File: config.mk
export PLATFORM = sky130hd
export DESIGN_NAME = sprite_animation_sequencer
export DESIGN_NICKNAME = d
export VERILOG_FILES = /design/src/rtl/core/sas_pkg.sv /design/src/rtl/core/sas_ram.sv /design/src/rtl/core/sas_rem.sv /design/src/rtl/core/sprite_animation_sequencer.sv
export SDC_FILE = /design/constraint.sdc
export NUM_CORES = 2
export LEC_CHECK = 0
export BUFFER_PORTS_ARGS = -buffer_cell sky130_fd_sc_hd__buf_2
export CAP_MARGIN = 5
export CORE_AREA = 4 4 549 551
export CTS_CLUSTER_SIZE = 14
export DETAILED_ROUTE_END_ITERATION = 8
export DIE_AREA = 0 0 553 555
export PLACE_DENSITY = 0.47
export SLEW_MARGIN = 20
export SYNTH_ARGS = -nofsm -noshare
export SYNTH_HDL_FRONTEND = slang
export SYNTH_SLANG_ARGS = --single-unit
File: constraint.sdc
create_clock -name i_clk -period 17.85 [get_ports i_clk]
set_clock_uncertainty 0.15 [all_clocks]
set_input_delay 1.785 -clock i_clk [delete_from_list [all_inputs] [get_ports i_clk]]
set_output_delay 1.785 -clock i_clk [all_outputs]
set_load 0.01 [all_outputs]
File: src/rtl/core/sas_pkg.sv
`default_nettype none

package sas_pkg;

    // Defaults for the top-level parameters
    localparam int MAX_FRAMES_DEF    = 32;
    localparam int FRAME_ID_BITS_DEF = 16;

    // Request field widths
    localparam int OP_W     = 3;
    localparam int DT_W     = 16;
    localparam int MULT_W   = 12;
    localparam int IDX_W    = 5;
    localparam int VAL_W    = 16;
    localparam int S_DATA_W = 56;

    // Result field widths
    localparam int POS_OUT_W = 5;
    localparam int ID_OUT_W  = 16;
    localparam int M_DATA_W  = 24;

    // Configuration
    localparam int MODE_W     = 3;
    localparam int CNT_W      = 6;
    localparam int RATE_W     = 16;
    localparam int PERIOD_W   = 24;
    localparam int CFG_IDX_W  = 2;
    localparam int CFG_DATA_W = 24;
    localparam int CNT_LIM    = 2**CNT_W - 1;

    localparam logic [CFG_IDX_W-1:0] CFG_MODE   = 2'd0;
    localparam logic [CFG_IDX_W-1:0] CFG_COUNT  = 2'd1;
    localparam logic [CFG_IDX_W-1:0] CFG_RATE   = 2'd2;
    localparam logic [CFG_IDX_W-1:0] CFG_PERIOD = 2'd3;

    localparam logic [MODE_W-1:0]   MODE_RST   = 3'd2;
    localparam logic [RATE_W-1:0]   RATE_RST   = 16'd256;
    localparam logic [PERIOD_W-1:0] PERIOD_RST = 24'd65536;
    localparam logic [MODE_W-1:0]   MODE_ONCE  = 3'd1;
    localparam logic [MODE_W-1:0]   MODE_LOOP  = 3'd2;

    localparam int MODE_B_ONCE = 0;
    localparam int MODE_B_LOOP = 1;
    localparam int MODE_B_PING = 2;

    // Opcodes
    localparam logic [OP_W-1:0] OP_ADVANCE = 3'd0;
    localparam logic [OP_W-1:0] OP_RESET   = 3'd1;
    localparam logic [OP_W-1:0] OP_PAUSE   = 3'd2;
    localparam logic [OP_W-1:0] OP_RESUME  = 3'd3;
    localparam logic [OP_W-1:0] OP_SET_REV = 3'd4;
    localparam logic [OP_W-1:0] OP_LOAD    = 3'd5;

    // Time and raw frame arithmetic
    localparam int TIME_W  = 32;
    localparam int RM_W    = RATE_W + MULT_W;
    localparam int PROD_W  = TIME_W + RM_W;
    localparam int RAW_W   = PROD_W - 32;
    localparam int LIMIT_W = PERIOD_W + CNT_W + 1;

    // Remainder unit: REM_STEP quotient bits per cycle
    localparam int REM_STEP   = 7;
    localparam int REM_CYCLES = RAW_W / REM_STEP;
    localparam int REM_CNT_W  = (REM_CYCLES > 1) ? $clog2(REM_CYCLES) : 1;

    typedef struct packed {
        logic             start;
        logic [RAW_W-1:0] num;
        logic [CNT_W-1:0] den;
    } t_rem_req;

    typedef struct packed {
        logic             done;
        logic [CNT_W-1:0] rem;
    } t_rem_rsp;

endpackage

`default_nettype wire

File: src/rtl/core/sas_ram.sv
`default_nettype none

module sas_ram #(
    parameter int WIDTH = 16,
    parameter int DEPTH = 32
) (
    input  wire logic                     i_clk,
    input  wire logic                     i_we,
    input  wire logic [$clog2(DEPTH)-1:0] i_waddr,
    input  wire logic [WIDTH-1:0]         i_wdata,
    input  wire logic [$clog2(DEPTH)-1:0] i_raddr,
    output logic      [WIDTH-1:0]         o_rdata
);

    logic [WIDTH-1:0] r_mem [DEPTH];
    logic [WIDTH-1:0] r_rdata;

    always_ff @(posedge i_clk) begin
        if (i_we) begin
            r_mem[i_waddr] <= i_wdata;
        end
        r_rdata <= r_mem[i_raddr];
    end

    assign o_rdata = r_rdata;

endmodule

`default_nettype wire

File: src/rtl/core/sas_rem.sv
`default_nettype none

// Remainder of the raw frame by the frame count, REM_STEP bits a cycle
module sas_rem (
    input  wire logic              i_clk,
    input  wire logic              i_rst_n,
    input  wire sas_pkg::t_rem_req i_req,
    output sas_pkg::t_rem_rsp      o_rsp
);

    import sas_pkg::*;

    logic [RAW_W-1:0]     r_num, n_num;
    logic [CNT_W-1:0]     r_den, n_den;
    logic [CNT_W-1:0]     r_rem, n_rem;
    logic [REM_CNT_W-1:0] r_step, n_step;
    logic                 r_busy, n_busy;
    logic                 r_done, n_done;

    always_comb begin
        logic [CNT_W:0]   t;
        logic [CNT_W-1:0] rem;
        logic [RAW_W-1:0] num;
        rem    = r_rem;
        num    = r_num;
        n_num  = r_num;
        n_den  = r_den;
        n_rem  = r_rem;
        n_step = r_step;
        n_busy = r_busy;
        n_done = 1'b0;
        for (int k = 0; k < REM_STEP; k++) begin
            t   = {rem, num[RAW_W-1]};
            num = {num[RAW_W-2:0], 1'b0};
            if (t >= {1'b0, r_den}) begin
                t = t - {1'b0, r_den};
            end
            rem = t[CNT_W-1:0];
        end
        if (i_req.start) begin
            n_num  = i_req.num;
            n_den  = i_req.den;
            n_rem  = '0;
            n_step = '0;
            n_busy = 1'b1;
        end else if (r_busy) begin
            n_num  = num;
            n_rem  = rem;
            n_step = r_step + 1'b1;
            if (r_step == REM_CNT_W'(REM_CYCLES - 1)) begin
                n_busy = 1'b0;
                n_done = 1'b1;
            end
        end
    end

    always_ff @(posedge i_clk) begin
        if (!i_rst_n) begin
            r_busy <= 1'b0;
            r_done <= 1'b0;
            r_step <= '0;
        end else begin
            r_busy <= n_busy;
            r_done <= n_done;
            r_step <= n_step;
        end
        r_num <= n_num;
        r_den <= n_den;
        r_rem <= n_rem;
    end

    assign o_rsp.done = r_done;
    assign o_rsp.rem  = r_rem;

endmodule

`default_nettype wire

File: src/rtl/core/sprite_animation_sequencer.sv
// Steps: an advance request passes through the multiply, the 7-bit-per-cycle remainder
// unit, the update, the table read and the result; other requests skip the first two.
// Requests are taken one at a time: a new one is accepted only in idle, once the last
// result has gone into the output register, which holds while the receiver stalls.
// Reset: synchronous, active low; clears playback state and restores register defaults.
// Frame table contents are undefined until loaded; there is no clearing pass.
`default_nettype none

module sprite_animation_sequencer #(
    parameter int MAX_FRAMES    = sas_pkg::MAX_FRAMES_DEF,
    parameter int FRAME_ID_BITS = sas_pkg::FRAME_ID_BITS_DEF
) (
    input  wire logic                           i_clk,
    input  wire logic                           i_rst_n,
    input  wire logic                           i_s_tvalid,
    output logic                                o_s_tready,
    // time_delta[15:0], speed[27:16], reverse_flag[28], table_index[33:29],
    // table_value[49:34], zero[55:50]
    input  wire logic [sas_pkg::S_DATA_W-1:0]   i_s_tdata,
    // op[2:0]
    input  wire logic [sas_pkg::OP_W-1:0]       i_s_tuser,
    output logic                                o_m_tvalid,
    input  wire logic                           i_m_tready,
    // frame_position[4:0], frame_id[20:5], complete[21], paused_now[22], frame_valid[23]
    output logic      [sas_pkg::M_DATA_W-1:0]   o_m_tdata,
    input  wire logic                           i_cfg_valid,
    output logic                                o_cfg_ready,
    input  wire logic [sas_pkg::CFG_IDX_W-1:0]  i_cfg_index,
    input  wire logic [sas_pkg::CFG_DATA_W-1:0] i_cfg_data
);

    import sas_pkg::*;

    localparam int CNT_MAX = (MAX_FRAMES < CNT_LIM) ? MAX_FRAMES : CNT_LIM;
    localparam int POS_W   = $clog2(CNT_MAX);
    localparam int AW      = $clog2(MAX_FRAMES);

    typedef enum logic [5:0] {
        S_IDLE = 6'b000001,
        S_MUL  = 6'b000010,
        S_DIV  = 6'b000100,
        S_EXEC = 6'b001000,
        S_READ = 6'b010000,
        S_OUT  = 6'b100000
    } t_state;

    t_state r_state, n_state;

    // configuration
    logic [MODE_W-1:0]   r_mode;
    logic [CNT_W-1:0]    r_count;
    logic [RATE_W-1:0]   r_rate;
    logic [PERIOD_W-1:0] r_period;

    // playback state
    logic [TIME_W-1:0] r_elapsed, n_elapsed;
    logic              r_paused, n_paused;
    logic              r_rev, n_rev;
    logic              r_half, n_half;
    logic [RAW_W-1:0]  r_last, n_last;
    logic [POS_W-1:0]  r_pos, n_pos;

    // request and working registers
    logic [OP_W-1:0]    r_op, n_op;
    logic               r_rev_in, n_rev_in;
    logic [IDX_W-1:0]   r_idx, n_idx;
    logic [VAL_W-1:0]   r_val, n_val;
    logic [RM_W-1:0]    r_rm, n_rm;
    logic [RAW_W-1:0]   r_raw, n_raw;
    logic [LIMIT_W-1:0] r_limit, n_limit;

    logic                r_m_valid, n_m_valid;
    logic [M_DATA_W-1:0] r_m_data, n_m_data;

    logic [DT_W-1:0]   w_dt;
    logic [MULT_W-1:0] w_mult;
    logic              w_acc;
    logic [TIME_W:0]   w_sum;
    logic [PROD_W-1:0] w_prod;
    logic [CNT_W-1:0]  w_cnt, w_cm1;

    logic [RAW_W-1:0] w_fr;
    logic             w_pass, w_half_n, w_big;
    logic [CNT_W:0]   w_lim, w_r;
    logic [CNT_W-1:0] w_rm2, w_p, w_pfin;

    logic                     w_we;
    logic [FRAME_ID_BITS-1:0] w_rdata;
    logic                     w_done;

    t_rem_req w_rem_req;
    t_rem_rsp w_rem_rsp;

    assign w_dt   = i_s_tdata[DT_W-1:0];
    assign w_mult = i_s_tdata[DT_W+MULT_W-1:DT_W];
    assign w_acc  = i_s_tvalid && o_s_tready;
    assign w_sum  = {1'b0, r_elapsed} + {{(TIME_W+1-DT_W){1'b0}}, w_dt};
    assign w_prod = PROD_W'(r_elapsed) * PROD_W'(r_rm);

    assign w_cnt = (r_count > CNT_W'(CNT_MAX)) ? CNT_W'(CNT_MAX) : r_count;
    assign w_cm1 = w_cnt - 1'b1;

    assign w_rem_req.start = (r_state == S_MUL);
    assign w_rem_req.num   = w_prod[PROD_W-1:32];
    assign w_rem_req.den   = w_cnt;

    // Position update for an advance; only used when the count is nonzero
    always_comb begin
        if (r_mode[MODE_B_ONCE]) begin
            w_fr = (r_raw < RAW_W'(w_cnt)) ? r_raw : RAW_W'(w_cm1);
        end else if (r_mode[MODE_B_LOOP]) begin
            w_fr = RAW_W'(w_rem_rsp.rem);
        end else begin
            w_fr = r_raw;
        end
        // a pass counts once, on the first landing on a new multiple
        w_pass = (r_raw != '0) && (w_rem_rsp.rem == '0) && (r_raw != r_last);
        if (r_mode[MODE_B_PING] && w_pass) begin
            w_half_n = r_mode[MODE_B_ONCE] ? 1'b1 : ~r_half;
        end else begin
            w_half_n = r_half;
        end
        w_lim = {w_cnt, 1'b0} - 1'b1;
        w_r   = (r_raw < RAW_W'(w_lim)) ? r_raw[CNT_W:0] : w_lim;
        w_rm2 = (w_r >= {1'b0, w_cnt}) ? CNT_W'(w_r - {1'b0, w_cnt}) : w_r[CNT_W-1:0];
        w_big = w_fr > RAW_W'(w_cm1);
        if (r_mode[MODE_B_PING] && w_half_n) begin
            if (r_mode[MODE_B_ONCE]) begin
                w_p = w_cm1 - w_rm2;
            end else begin
                w_p = w_big ? '0 : w_cm1 - w_fr[CNT_W-1:0];
            end
        end else begin
            w_p = w_big ? w_cm1 : w_fr[CNT_W-1:0];
        end
        w_pfin = r_rev ? w_cm1 - w_p : w_p;
    end

    assign w_done = ((r_mode == MODE_ONCE) || (r_mode == MODE_LOOP))
                    && (r_elapsed > TIME_W'(r_limit));

    always_comb begin
        n_state   = r_state;
        n_elapsed = r_elapsed;
        n_paused  = r_paused;
        n_rev     = r_rev;
        n_half    = r_half;
        n_last    = r_last;
        n_pos     = r_pos;
        n_op      = r_op;
        n_rev_in  = r_rev_in;
        n_idx     = r_idx;
        n_val     = r_val;
        n_rm      = r_rm;
        n_raw     = r_raw;
        n_limit   = r_limit;
        n_m_valid = r_m_valid && !i_m_tready;
        n_m_data  = r_m_data;
        w_we      = 1'b0;
        unique case (r_state)
            S_IDLE: begin
                if (w_acc) begin
                    n_op     = i_s_tuser;
                    n_rev_in = i_s_tdata[DT_W+MULT_W];
                    n_idx    = i_s_tdata[DT_W+MULT_W+IDX_W:DT_W+MULT_W+1];
                    n_val    = i_s_tdata[DT_W+MULT_W+IDX_W+VAL_W:DT_W+MULT_W+IDX_W+1];
                    n_rm     = RM_W'(r_rate) * RM_W'(w_mult);
                    if (i_s_tuser == OP_ADVANCE && !r_paused) begin
                        n_elapsed = w_sum[TIME_W] ? '1 : w_sum[TIME_W-1:0];
                        n_state   = S_MUL;
                    end else begin
                        n_state = S_EXEC;
                    end
                end
            end
            S_MUL: begin
                n_raw   = w_prod[PROD_W-1:32];
                n_state = S_DIV;
            end
            S_DIV: begin
                if (w_rem_rsp.done) begin
                    n_state = S_EXEC;
                end
            end
            S_EXEC: begin
                n_state = S_READ;
                unique case (r_op)
                    OP_ADVANCE: begin
                        if (!r_paused) begin
                            n_last = r_raw;
                            if (w_cnt != '0) begin
                                n_half = w_half_n;
                                n_pos  = POS_W'(w_pfin);
                            end
                        end
                    end
                    OP_RESET: begin
                        n_elapsed = '0;
                        n_paused  = 1'b0;
                        n_half    = 1'b0;
                        n_last    = '0;
                        n_pos     = '0;
                    end
                    OP_PAUSE:  n_paused = 1'b1;
                    OP_RESUME: n_paused = 1'b0;
                    OP_SET_REV: begin
                        if (r_rev_in != r_rev) begin
                            n_rev     = r_rev_in;
                            n_elapsed = '0;
                            n_last    = '0;
                            if (w_cnt != '0) begin
                                n_pos = r_rev_in ? POS_W'(w_cm1) : '0;
                            end
                        end
                    end
                    OP_LOAD: w_we = (r_idx < MAX_FRAMES);
                    default: ;
                endcase
            end
            S_READ: begin
                n_limit = LIMIT_W'(r_period) * LIMIT_W'({1'b0, w_cnt} + 1'b1);
                n_state = S_OUT;
            end
            S_OUT: begin
                if (!r_m_valid || i_m_tready) begin
                    n_m_valid = 1'b1;
                    n_m_data  = {(w_cnt != '0), r_paused, w_done,
                                 (w_cnt != '0) ? ID_OUT_W'(w_rdata) : {ID_OUT_W{1'b0}},
                                 POS_OUT_W'(r_pos)};
                    n_state   = S_IDLE;
                end
            end
            default: n_state = S_IDLE;
        endcase
    end

    always_ff @(posedge i_clk) begin
        if (!i_rst_n) begin
            r_state   <= S_IDLE;
            r_m_valid <= 1'b0;
            r_elapsed <= '0;
            r_paused  <= 1'b0;
            r_rev     <= 1'b0;
            r_half    <= 1'b0;
            r_last    <= '0;
            r_pos     <= '0;
        end else begin
            r_state   <= n_state;
            r_m_valid <= n_m_valid;
            r_elapsed <= n_elapsed;
            r_paused  <= n_paused;
            r_rev     <= n_rev;
            r_half    <= n_half;
            r_last    <= n_last;
            r_pos     <= n_pos;
        end
        r_op     <= n_op;
        r_rev_in <= n_rev_in;
        r_idx    <= n_idx;
        r_val    <= n_val;
        r_rm     <= n_rm;
        r_raw    <= n_raw;
        r_limit  <= n_limit;
        r_m_data <= n_m_data;
    end

    always_ff @(posedge i_clk) begin
        if (!i_rst_n) begin
            r_mode   <= MODE_RST;
            r_count  <= '0;
            r_rate   <= RATE_RST;
            r_period <= PERIOD_RST;
        end else if (i_cfg_valid) begin
            unique case (i_cfg_index)
                CFG_MODE:   r_mode   <= i_cfg_data[MODE_W-1:0];
                CFG_COUNT:  r_count  <= i_cfg_data[CNT_W-1:0];
                CFG_RATE:   r_rate   <= i_cfg_data[RATE_W-1:0];
                CFG_PERIOD: r_period <= i_cfg_data[PERIOD_W-1:0];
            endcase
        end
    end

    sas_rem u_rem (
        .i_clk   (i_clk),
        .i_rst_n (i_rst_n),
        .i_req   (w_rem_req),
        .o_rsp   (w_rem_rsp)
    );

    sas_ram #(
        .WIDTH (FRAME_ID_BITS),
        .DEPTH (MAX_FRAMES)
    ) u_table (
        .i_clk   (i_clk),
        .i_we    (w_we),
        .i_waddr (AW'(r_idx)),
        .i_wdata (FRAME_ID_BITS'(r_val)),
        .i_raddr (AW'(r_pos)),
        .o_rdata (w_rdata)
    );

    assign o_s_tready  = (r_state == S_IDLE);
    assign o_m_tvalid  = r_m_valid;
    assign o_m_tdata   = r_m_data;
    assign o_cfg_ready = 1'b1;

endmodule

`default_nettype wire

# Yosys cells after proc, flatten, opt, wreduce, memory -nomap -nowiden
# Memories as Yosys holds them, arrays and structs flattened. A register that Yosys moved wholly into a read port is not among the register bits.
# Index checks and enable logic that the tools add are counted.
# op_classes
bitwise_logic	3
order_cmp	13
multipliers	3
mux	56
n_eq_ne	29
n_reduce_logical	40
add_sub_neg	16
# ops
operator	count
2-to-1 mux 28 bit	7
2-to-1 mux 32 bit	4
case mux 32 bit (2 select lines)	2
case mux 28 bit (3 select lines)	1
2-to-1 mux 6 bit	11
multiplier 32 x 28 -> 60 bit	1
greater-or-equal comparator 7 x 6 -> 1 bit	8
2-to-1 mux 5 bit	11
subtractor 6 bit	7
case mux 6 bit (6 select lines)	1
adder 32 x 16 -> 33 bit	1
> comparator 32 x 31 -> 1 bit	1
multiplier 24 x 7 -> 31 bit	1
> comparator 28 x 6 -> 1 bit	1
< comparator 28 x 6 -> 1 bit	1
< comparator 28 x 7 -> 1 bit	1
multiplier 16 x 12 -> 28 bit	1
inequality test 28 bit	1
nonzero test 28 bit	1
subtractor 5 bit	4
case mux 5 bit (3 select lines)	1
2-to-1 mux 1 bit	14
AND reduction 2 bit	7
inequality test 2 bit (second input constant)	5
39 further kinds	67
# word_totals
output_inout_bits	27
mem_bits_rw	512
regBits	304
mem_count	1
in_bits	90
# memory_table
memory	words	word_bits	rd	rd_ports_with_merged_regs	write_ports	line	source
u_table.r_mem	32	16	1	1	1	sas_ram.sv:15	logic [WIDTH-1:0] r_mem [DEPTH];

# Longest topological paths before layout
# depth
ltp_word	15
ltp_mapped	63
mapped_depth_nobuf	60

# Cells and area by module
# Synthesis repeated with hierarchy kept, for this count alone.
# hier_totals
hier_cells	7142
hier_area_um2	75122.0
# modules_own_cells
module	instances	area_each_um2	cells_per_inst	seq_area_each_um2
sprite_animation_sequencer	1	50523.5	5591	6566.3
sas_ram	1	20534.7	1143	15695.1
sas_rem	1	4063.9	408	1221.2

# Least setup slack after synthesis
# OpenSTA, ideal clock, no wires.
# synth_path
path_kind	reg2reg
from	reg u_rem.r_den[1]
to	reg u_rem.r_rem[1]
t_arrival_ps	12458
period_less_slack_ps	12739
path_buffers	4
setup_slack_ps	5111
setup_ps	131
stages_incl_launch_ff	60
cell_sequence	edfxtp_1 > inv_1 > ha_1 > nor2_1 > a211oi_1 > o21a_1 > nor3_1 > a21oi_1 > ha_1 > nor2b_1 > o31a_1 > o311ai_0 > o211ai_1 > buf_2 > a21oi_1 > ha_1 > nor2b_1 > o31a_1 > [24 not listed] > ha_1 > and4_1 > a31oi_1 > o211ai_2 > mux2i_1 > nor2b_1 > clkbuf_1 > mux2i_1 > ha_1 > a21o_1 > a21o_1 > a21o_1 > a21o_1 > a211oi_1 > o21a_1 > buf_6 > mux2i_1 > a21oi_1
# synth_between
elab_chain_len	14
# synth_lines
element	line	source
start, declared	sas_rem.sv:14	logic [CNT_W-1:0] r_den, n_den;
start signal, assigned	sas_rem.sv:68	r_den <= n_den;
subtractor 6 bit or greater-or-equal comparator 7 x 6 -> 1 bit (tied branches)	sas_rem.sv:36, sas_rem.sv:35	
2-to-1 mux 6 bit	sas_rem.sv:35	if (t >= {1'b0, r_den}) begin
subtractor 6 bit or greater-or-equal comparator 7 x 6 -> 1 bit (tied branches)	sas_rem.sv:36, sas_rem.sv:35	
2-to-1 mux 6 bit	sas_rem.sv:35	
subtractor 6 bit or greater-or-equal comparator 7 x 6 -> 1 bit (tied branches)	sas_rem.sv:36, sas_rem.sv:35	
2-to-1 mux 6 bit	sas_rem.sv:35	
subtractor 6 bit or greater-or-equal comparator 7 x 6 -> 1 bit (tied branches)	sas_rem.sv:36, sas_rem.sv:35	
2-to-1 mux 6 bit	sas_rem.sv:35	
subtractor 6 bit or greater-or-equal comparator 7 x 6 -> 1 bit (tied branches)	sas_rem.sv:36, sas_rem.sv:35	
2-to-1 mux 6 bit	sas_rem.sv:35	
greater-or-equal comparator 7 x 6 -> 1 bit or subtractor 6 bit (tied branches)	sas_rem.sv:35, sas_rem.sv:36	
2-to-1 mux 6 bit	sas_rem.sv:35	
subtractor 6 bit or greater-or-equal comparator 7 x 6 -> 1 bit (tied branches)	sas_rem.sv:36, sas_rem.sv:35	
2-to-1 mux 6 bit *	sas_rem.sv:35	
end signal, assigned	sas_rem.sv:69	r_rem <= n_rem;
end, declared	sas_rem.sv:15	logic [CNT_W-1:0] r_rem, n_rem;
# Every way passes the cells marked *; elsewhere a longest branch is shown, timed or not.
# A chain may end at the register's enable or synchronous reset.

# Worst setup path after layout
# layout_path
from	reg u_rem.r_den[1]
to	reg u_rem.r_rem[5]
# The elaborated chain is that of the path after synthesis.

==> results.txt <==
The run finished with clean final reports. The clock sink count came out at around 830. Summed over its instances, the top area cell type makes up between 20% and 30% of the synthesized netlist area. The count of flip-flops with a built-in enable after synthesis is around 680. The sequential cells in the finished layout cover a total of 0.0235 mm². Global routing used a little over an eighth of the available tracks across all layers.

The share of synthesized flip-flops with an asynchronous set or reset came out at 0%. The number of antenna-violating nets in the routed design came out at 0. Leaving out fill and tap cells, the most frequent cells in the layout are 1196 x sky130_fd_sc_hd__nand2_1, 1140 x sky130_fd_sc_hd__inv_1, 1038 x sky130_fd_sc_hd__fa_1.

The number of failing hold endpoints at the final stage came out at 0. The worst register-to-register path has a depth of between 50 and 60. The detailed placer's ending HPWL came out at between 100000 and 150000 µm. The mux cell area share after synthesis is under 10%.

The total number of vias came out at ~48000. The post-synthesis instance area came out at 0.0739 mm². After filler insertion, the fill cell instance count of the layout stands at roughly 31000. The layout overhead on the synthesized area came out at 11.4%. Summing all non-filler instances in the final layout gives an area of between 0.08 and 0.09 mm². In the routed design, unresolved DRC markers number 0. For flop-to-flop paths, the worst setup slack is ~2.1 ns. The maximum buffer depth of the clock tree is 3. Summing all placed instances gives a cell area of just under 0.08 mm². The total die area is between 0.3 and 0.4 mm². The transition time of the tightest slew-check pin came out at between 1 and 1.5 ns. Wires add up to approximately 210000 µm. The static leakage power is roughly 34 nW. The internal portion of total power came out at between 5 and 6 mW. The part of the power in combinational logic came out at between 50 and 60%. The number of slew-limit violations in the final report is 0.

The total congestion overflow came out at 0. Setup repair after global routing left no endpoint under its margin. After clock tree synthesis, the setup repair step added 0 buffers. The multi-input combinational cells in the finished layout cover a total of roughly 0.045 mm². The power share of the sequential group came out at 24.2%. The number of warning messages in the yosys log came out at 0. The most used flip-flop cell after synthesis is sky130_fd_sc_hd__edfxtp_1. The capturing point of the worst reg2reg path is u_rem.r_rem[5]. The switching fraction of total power is around two fifths. At the end of routability-driven placement, the weighted congestion stood at 0.796.

Data on the critical path arrives at its endpoint at between 15 and 20 ns. STA classifies the critical path endpoint as a flop. TritonCTS built the clock tree. The number of nets in the layout came out at around 8300. The via count of the first global-routing pass is 52499.

The cts-stage hold buffer count is 0. During placement, the flow inserted port buffers numbering around 110. The critical path is of the flop to flop type.

The worst slew slack as a fraction of its limit is between 20 and 25%. The delay of the slowest cell on the worst path is 0.68 ns. The die width is approximately 550 µm. The last element of the critical path is u_rem.r_rem[5]. The final instance count without filler cells is between 10000 and 15000. By area, the combinational part of the netlist is dominated by adder cells.

The origin of the critical flop-to-flop path is u_rem.r_den[1]. The required time at the endpoint of the critical path came out at around 18 ns. In this run the core area contains 200 standard-cell rows. The cell sitting at the root of the clock tree is a sky130_fd_sc_hd__clkbuf_16. The number of buffers inserted during clock tree synthesis came out at 91. The clock latency on the worst-skew pair came out at between 0.7 and 0.8 ns.

The power consumption is about 9.3 mW. The switching power summed over all nets came out at 3.77 mW. The XOR/XNOR share of the synthesized area is 1.85%. The die height is between 500 and 600 µm.

The post-synthesis cell count is between 6000 and 7000. The slowest stage of the critical path is the sky130_fd_sc_hd__or4_1 cell. The initial antenna violation count came out at 13. The area fraction in compound gates after synthesis is about 4.9%. Entering global routing, the biggest net connects 110 pins. The wire length of the first global-routing pass came out at roughly 320000 µm. The final critical delay including setup and external delays came out at approximately 16 ns.

The path type of the worst min-delay path is flop to flop. Summed over all failing endpoints, the final setup total negative slack is 0 ns. The placeable core area came out at a little under 0.3 mm². The power per unit of standard cell area came out at 113 mW/mm². The number of violations reported at the end of detailed-routing iteration 0 is approximately 3000. After detailed placement, the design holds a cell count of ~11000. The first element of the critical path is u_rem.r_den[1]. The share of final-layout standard cells stronger than drive strength 1 is ~9%. The total of endpoints with negative setup slack in the final report came out at 0. The clock slew at the register clock pins of the worst setup and hold paths came out at roughly 0.060 ns. 117 I/O pins were placed. Summed over all instances, the cell type with the most area after synthesis is sky130_fd_sc_hd__fa_1. In this run the worst path has a maximum fanout of 13. The largest voltage drop on the vdd net came out at around 0.47 mV. Across the run, the number of max-cap violations was 0.

The period utilization came out at between 80% and 90%. The register area share after synthesis came out at a little under a third. The mean cell area of the mapped netlist is 11.0 µm².

After detailed routing, the average wire length per cell comes to ~19 µm. The worst setup path is launched from a flop. The post-synthesis register bit count came out at around 830.

The starting density of the core is between 20 and 25%. The area share of and/or/nand/nor cells after synthesis is 12.3%. The library cell used most frequently in the layout, excluding fill and tap cells, is sky130_fd_sc_hd__nand2_1. The adder-cell area share of the yosys netlist is 35.8%. Sorting the synthesized cells by area gives the leading types as sky130_fd_sc_hd__fa_1 28%, sky130_fd_sc_hd__edfxtp_1 28%, sky130_fd_sc_hd__ha_1 7.7%, sky130_fd_sc_hd__nand2_1 6.1%, sky130_fd_sc_hd__inv_1 5.8%. The number of resized instances in the post-cts repair step is 0. The H-tree was split into 3 levels. The clock network power share came out at between 20% and 30%. The highest achievable clock rate came out at approximately 64 MHz.

The distinct cell type count after synthesis came out at between 70 and 80. The iteration count of the initial detailed-routing pass is 8. The via-per-instance ratio is 4.49.
-- metal layers --
| layer | GRT usage [%] | vias up | wire [µm] |
|---|---|---|---|
| met5 | 0 | - | 13 |
| li1 | - | 21663 | - |
| met2 | 23.0 | 1071 | 99200 |
| met1 | 18.1 | 25377 | 92400 |
| met3 | 1.69 | 277 | 8640 |
| met4 | 3.68 | 2 | 6070 |
-- cell usage after synthesis, types with 5 or more instances --
| cell | n |
|---|---|
| sky130_fd_sc_hd__xnor2_1 | 107 |
| sky130_fd_sc_hd__a211oi_1 | 23 |
| sky130_fd_sc_hd__nor3b_1 | 6 |
| sky130_fd_sc_hd__dfxtp_1 | 150 |
| sky130_fd_sc_hd__or2_2 | 6 |
| sky130_fd_sc_hd__a21oi_1 | 141 |
| sky130_fd_sc_hd__inv_1 | 1141 |
| sky130_fd_sc_hd__ha_1 | 453 |
| sky130_fd_sc_hd__o21ai_0 | 122 |
| sky130_fd_sc_hd__o211ai_1 | 9 |
| sky130_fd_sc_hd__nand3_1 | 73 |
| sky130_fd_sc_hd__nand2_1 | 1196 |
| sky130_fd_sc_hd__nor2_1 | 155 |
| sky130_fd_sc_hd__mux2i_1 | 34 |
| sky130_fd_sc_hd__nor2b_1 | 65 |
| sky130_fd_sc_hd__buf_1 | 19 |
| sky130_fd_sc_hd__o41ai_1 | 6 |
| sky130_fd_sc_hd__mux4_2 | 160 |
| sky130_fd_sc_hd__nand2b_1 | 21 |
| sky130_fd_sc_hd__and3_1 | 14 |
| sky130_fd_sc_hd__o21bai_1 | 12 |
| sky130_fd_sc_hd__xor2_1 | 49 |
| sky130_fd_sc_hd__or3_1 | 12 |
| sky130_fd_sc_hd__a31oi_1 | 16 |
| sky130_fd_sc_hd__o21a_1 | 26 |
| sky130_fd_sc_hd__a21boi_0 | 77 |
| sky130_fd_sc_hd__a21o_1 | 74 |
| sky130_fd_sc_hd__mux2_2 | 40 |
| sky130_fd_sc_hd__nand4_1 | 31 |
| sky130_fd_sc_hd__clkbuf_1 | 300 |
| sky130_fd_sc_hd__nor3_1 | 41 |
| sky130_fd_sc_hd__edfxtp_1 | 682 |
| sky130_fd_sc_hd__and2_1 | 324 |
| sky130_fd_sc_hd__or3b_2 | 5 |
| sky130_fd_sc_hd__and4_1 | 8 |
| sky130_fd_sc_hd__nor4_1 | 22 |
| sky130_fd_sc_hd__nand3b_1 | 11 |
| sky130_fd_sc_hd__fa_1 | 1038 |
-- critical path, delay by kind of cell, from the launching register on --
family / cells / cell delay, ns
compound gates: 31 / 7.96
fa+ha+maj: 7 / 2.24
buf+inv: 1 / 0.55
flops: 1 / 0.42
mux: 5 / 1.70
simple gates: 11 / 2.47
-- sequential cells by signal, summed over array words and instances, names as in the netlist, 28 cells and up --
register / flops
r_rm: 28
u_table.r_mem: 512
r_last: 28
u_rem.r_num: 28
r_limit: 31
r_raw: 28
r_elapsed: 32
-- stage by stage --
stage	setup slack (ns)	utilization (%)	hold slack, ns
after floorplan	5.11	-	0.256
final	2.15	27.8	0.290
after global routing	0.873	27.8	0.317
after global placement	2.32	26.7	0.275
after detailed placement	2.25	26.7	0.282
after CTS	2.16	27.8	0.291
-- power by group through the flow --
stage	Sequential, mW	Clock, mW	Combinational (mW)
2_1_floorplan	2.26	0	4.22
5_1_grt	2.26	2.11	5.68
3_3_place_gp	2.29	0	5.12
4_1_cts	2.25	2.02	5.15
6_report	2.25	1.96	5.10
3_5_place_dp	2.30	0	5.11
-- worst min path at each step --
stage	start	endpoint	slack, ns	cells past startpoint
3_3_place_gp	r_elapsed[13]	r_elapsed[13]	0.28	2
6_report	r_elapsed[13]	r_elapsed[13]	0.29	2
4_1_cts	r_elapsed[13]	r_elapsed[13]	0.29	2
5_1_grt	r_elapsed[13]	r_elapsed[13]	0.32	2
3_5_place_dp	r_elapsed[13]	r_elapsed[13]	0.28	2
2_1_floorplan	r_pos[2]	o_m_tdata[2]	0.26	0
-- area by class of cell --
class | instances | area share, %
well taps | 3939 | 5.98
clock buffers | 107 | 2.89
diodes | 2 | 0.00608
multi-input cells | 4466 | 54.7
repair buffers | 228 | 1.77
clock inverters | 63 | 0.892
flip-flops and latches | 832 | 28.5
inverters | 1142 | 5.21
-- cell families after synthesis --
logic type	count (synthesis)
and+or+nand+nor	2001
adders and majority gates	1491
buffers and inverters	1466
DFF	832
AOI/OAI and AO/OA	559
muxes	234
xor gates and xnor gates	156
other	2
Note: power is estimated with default switching activity, not from simulation.
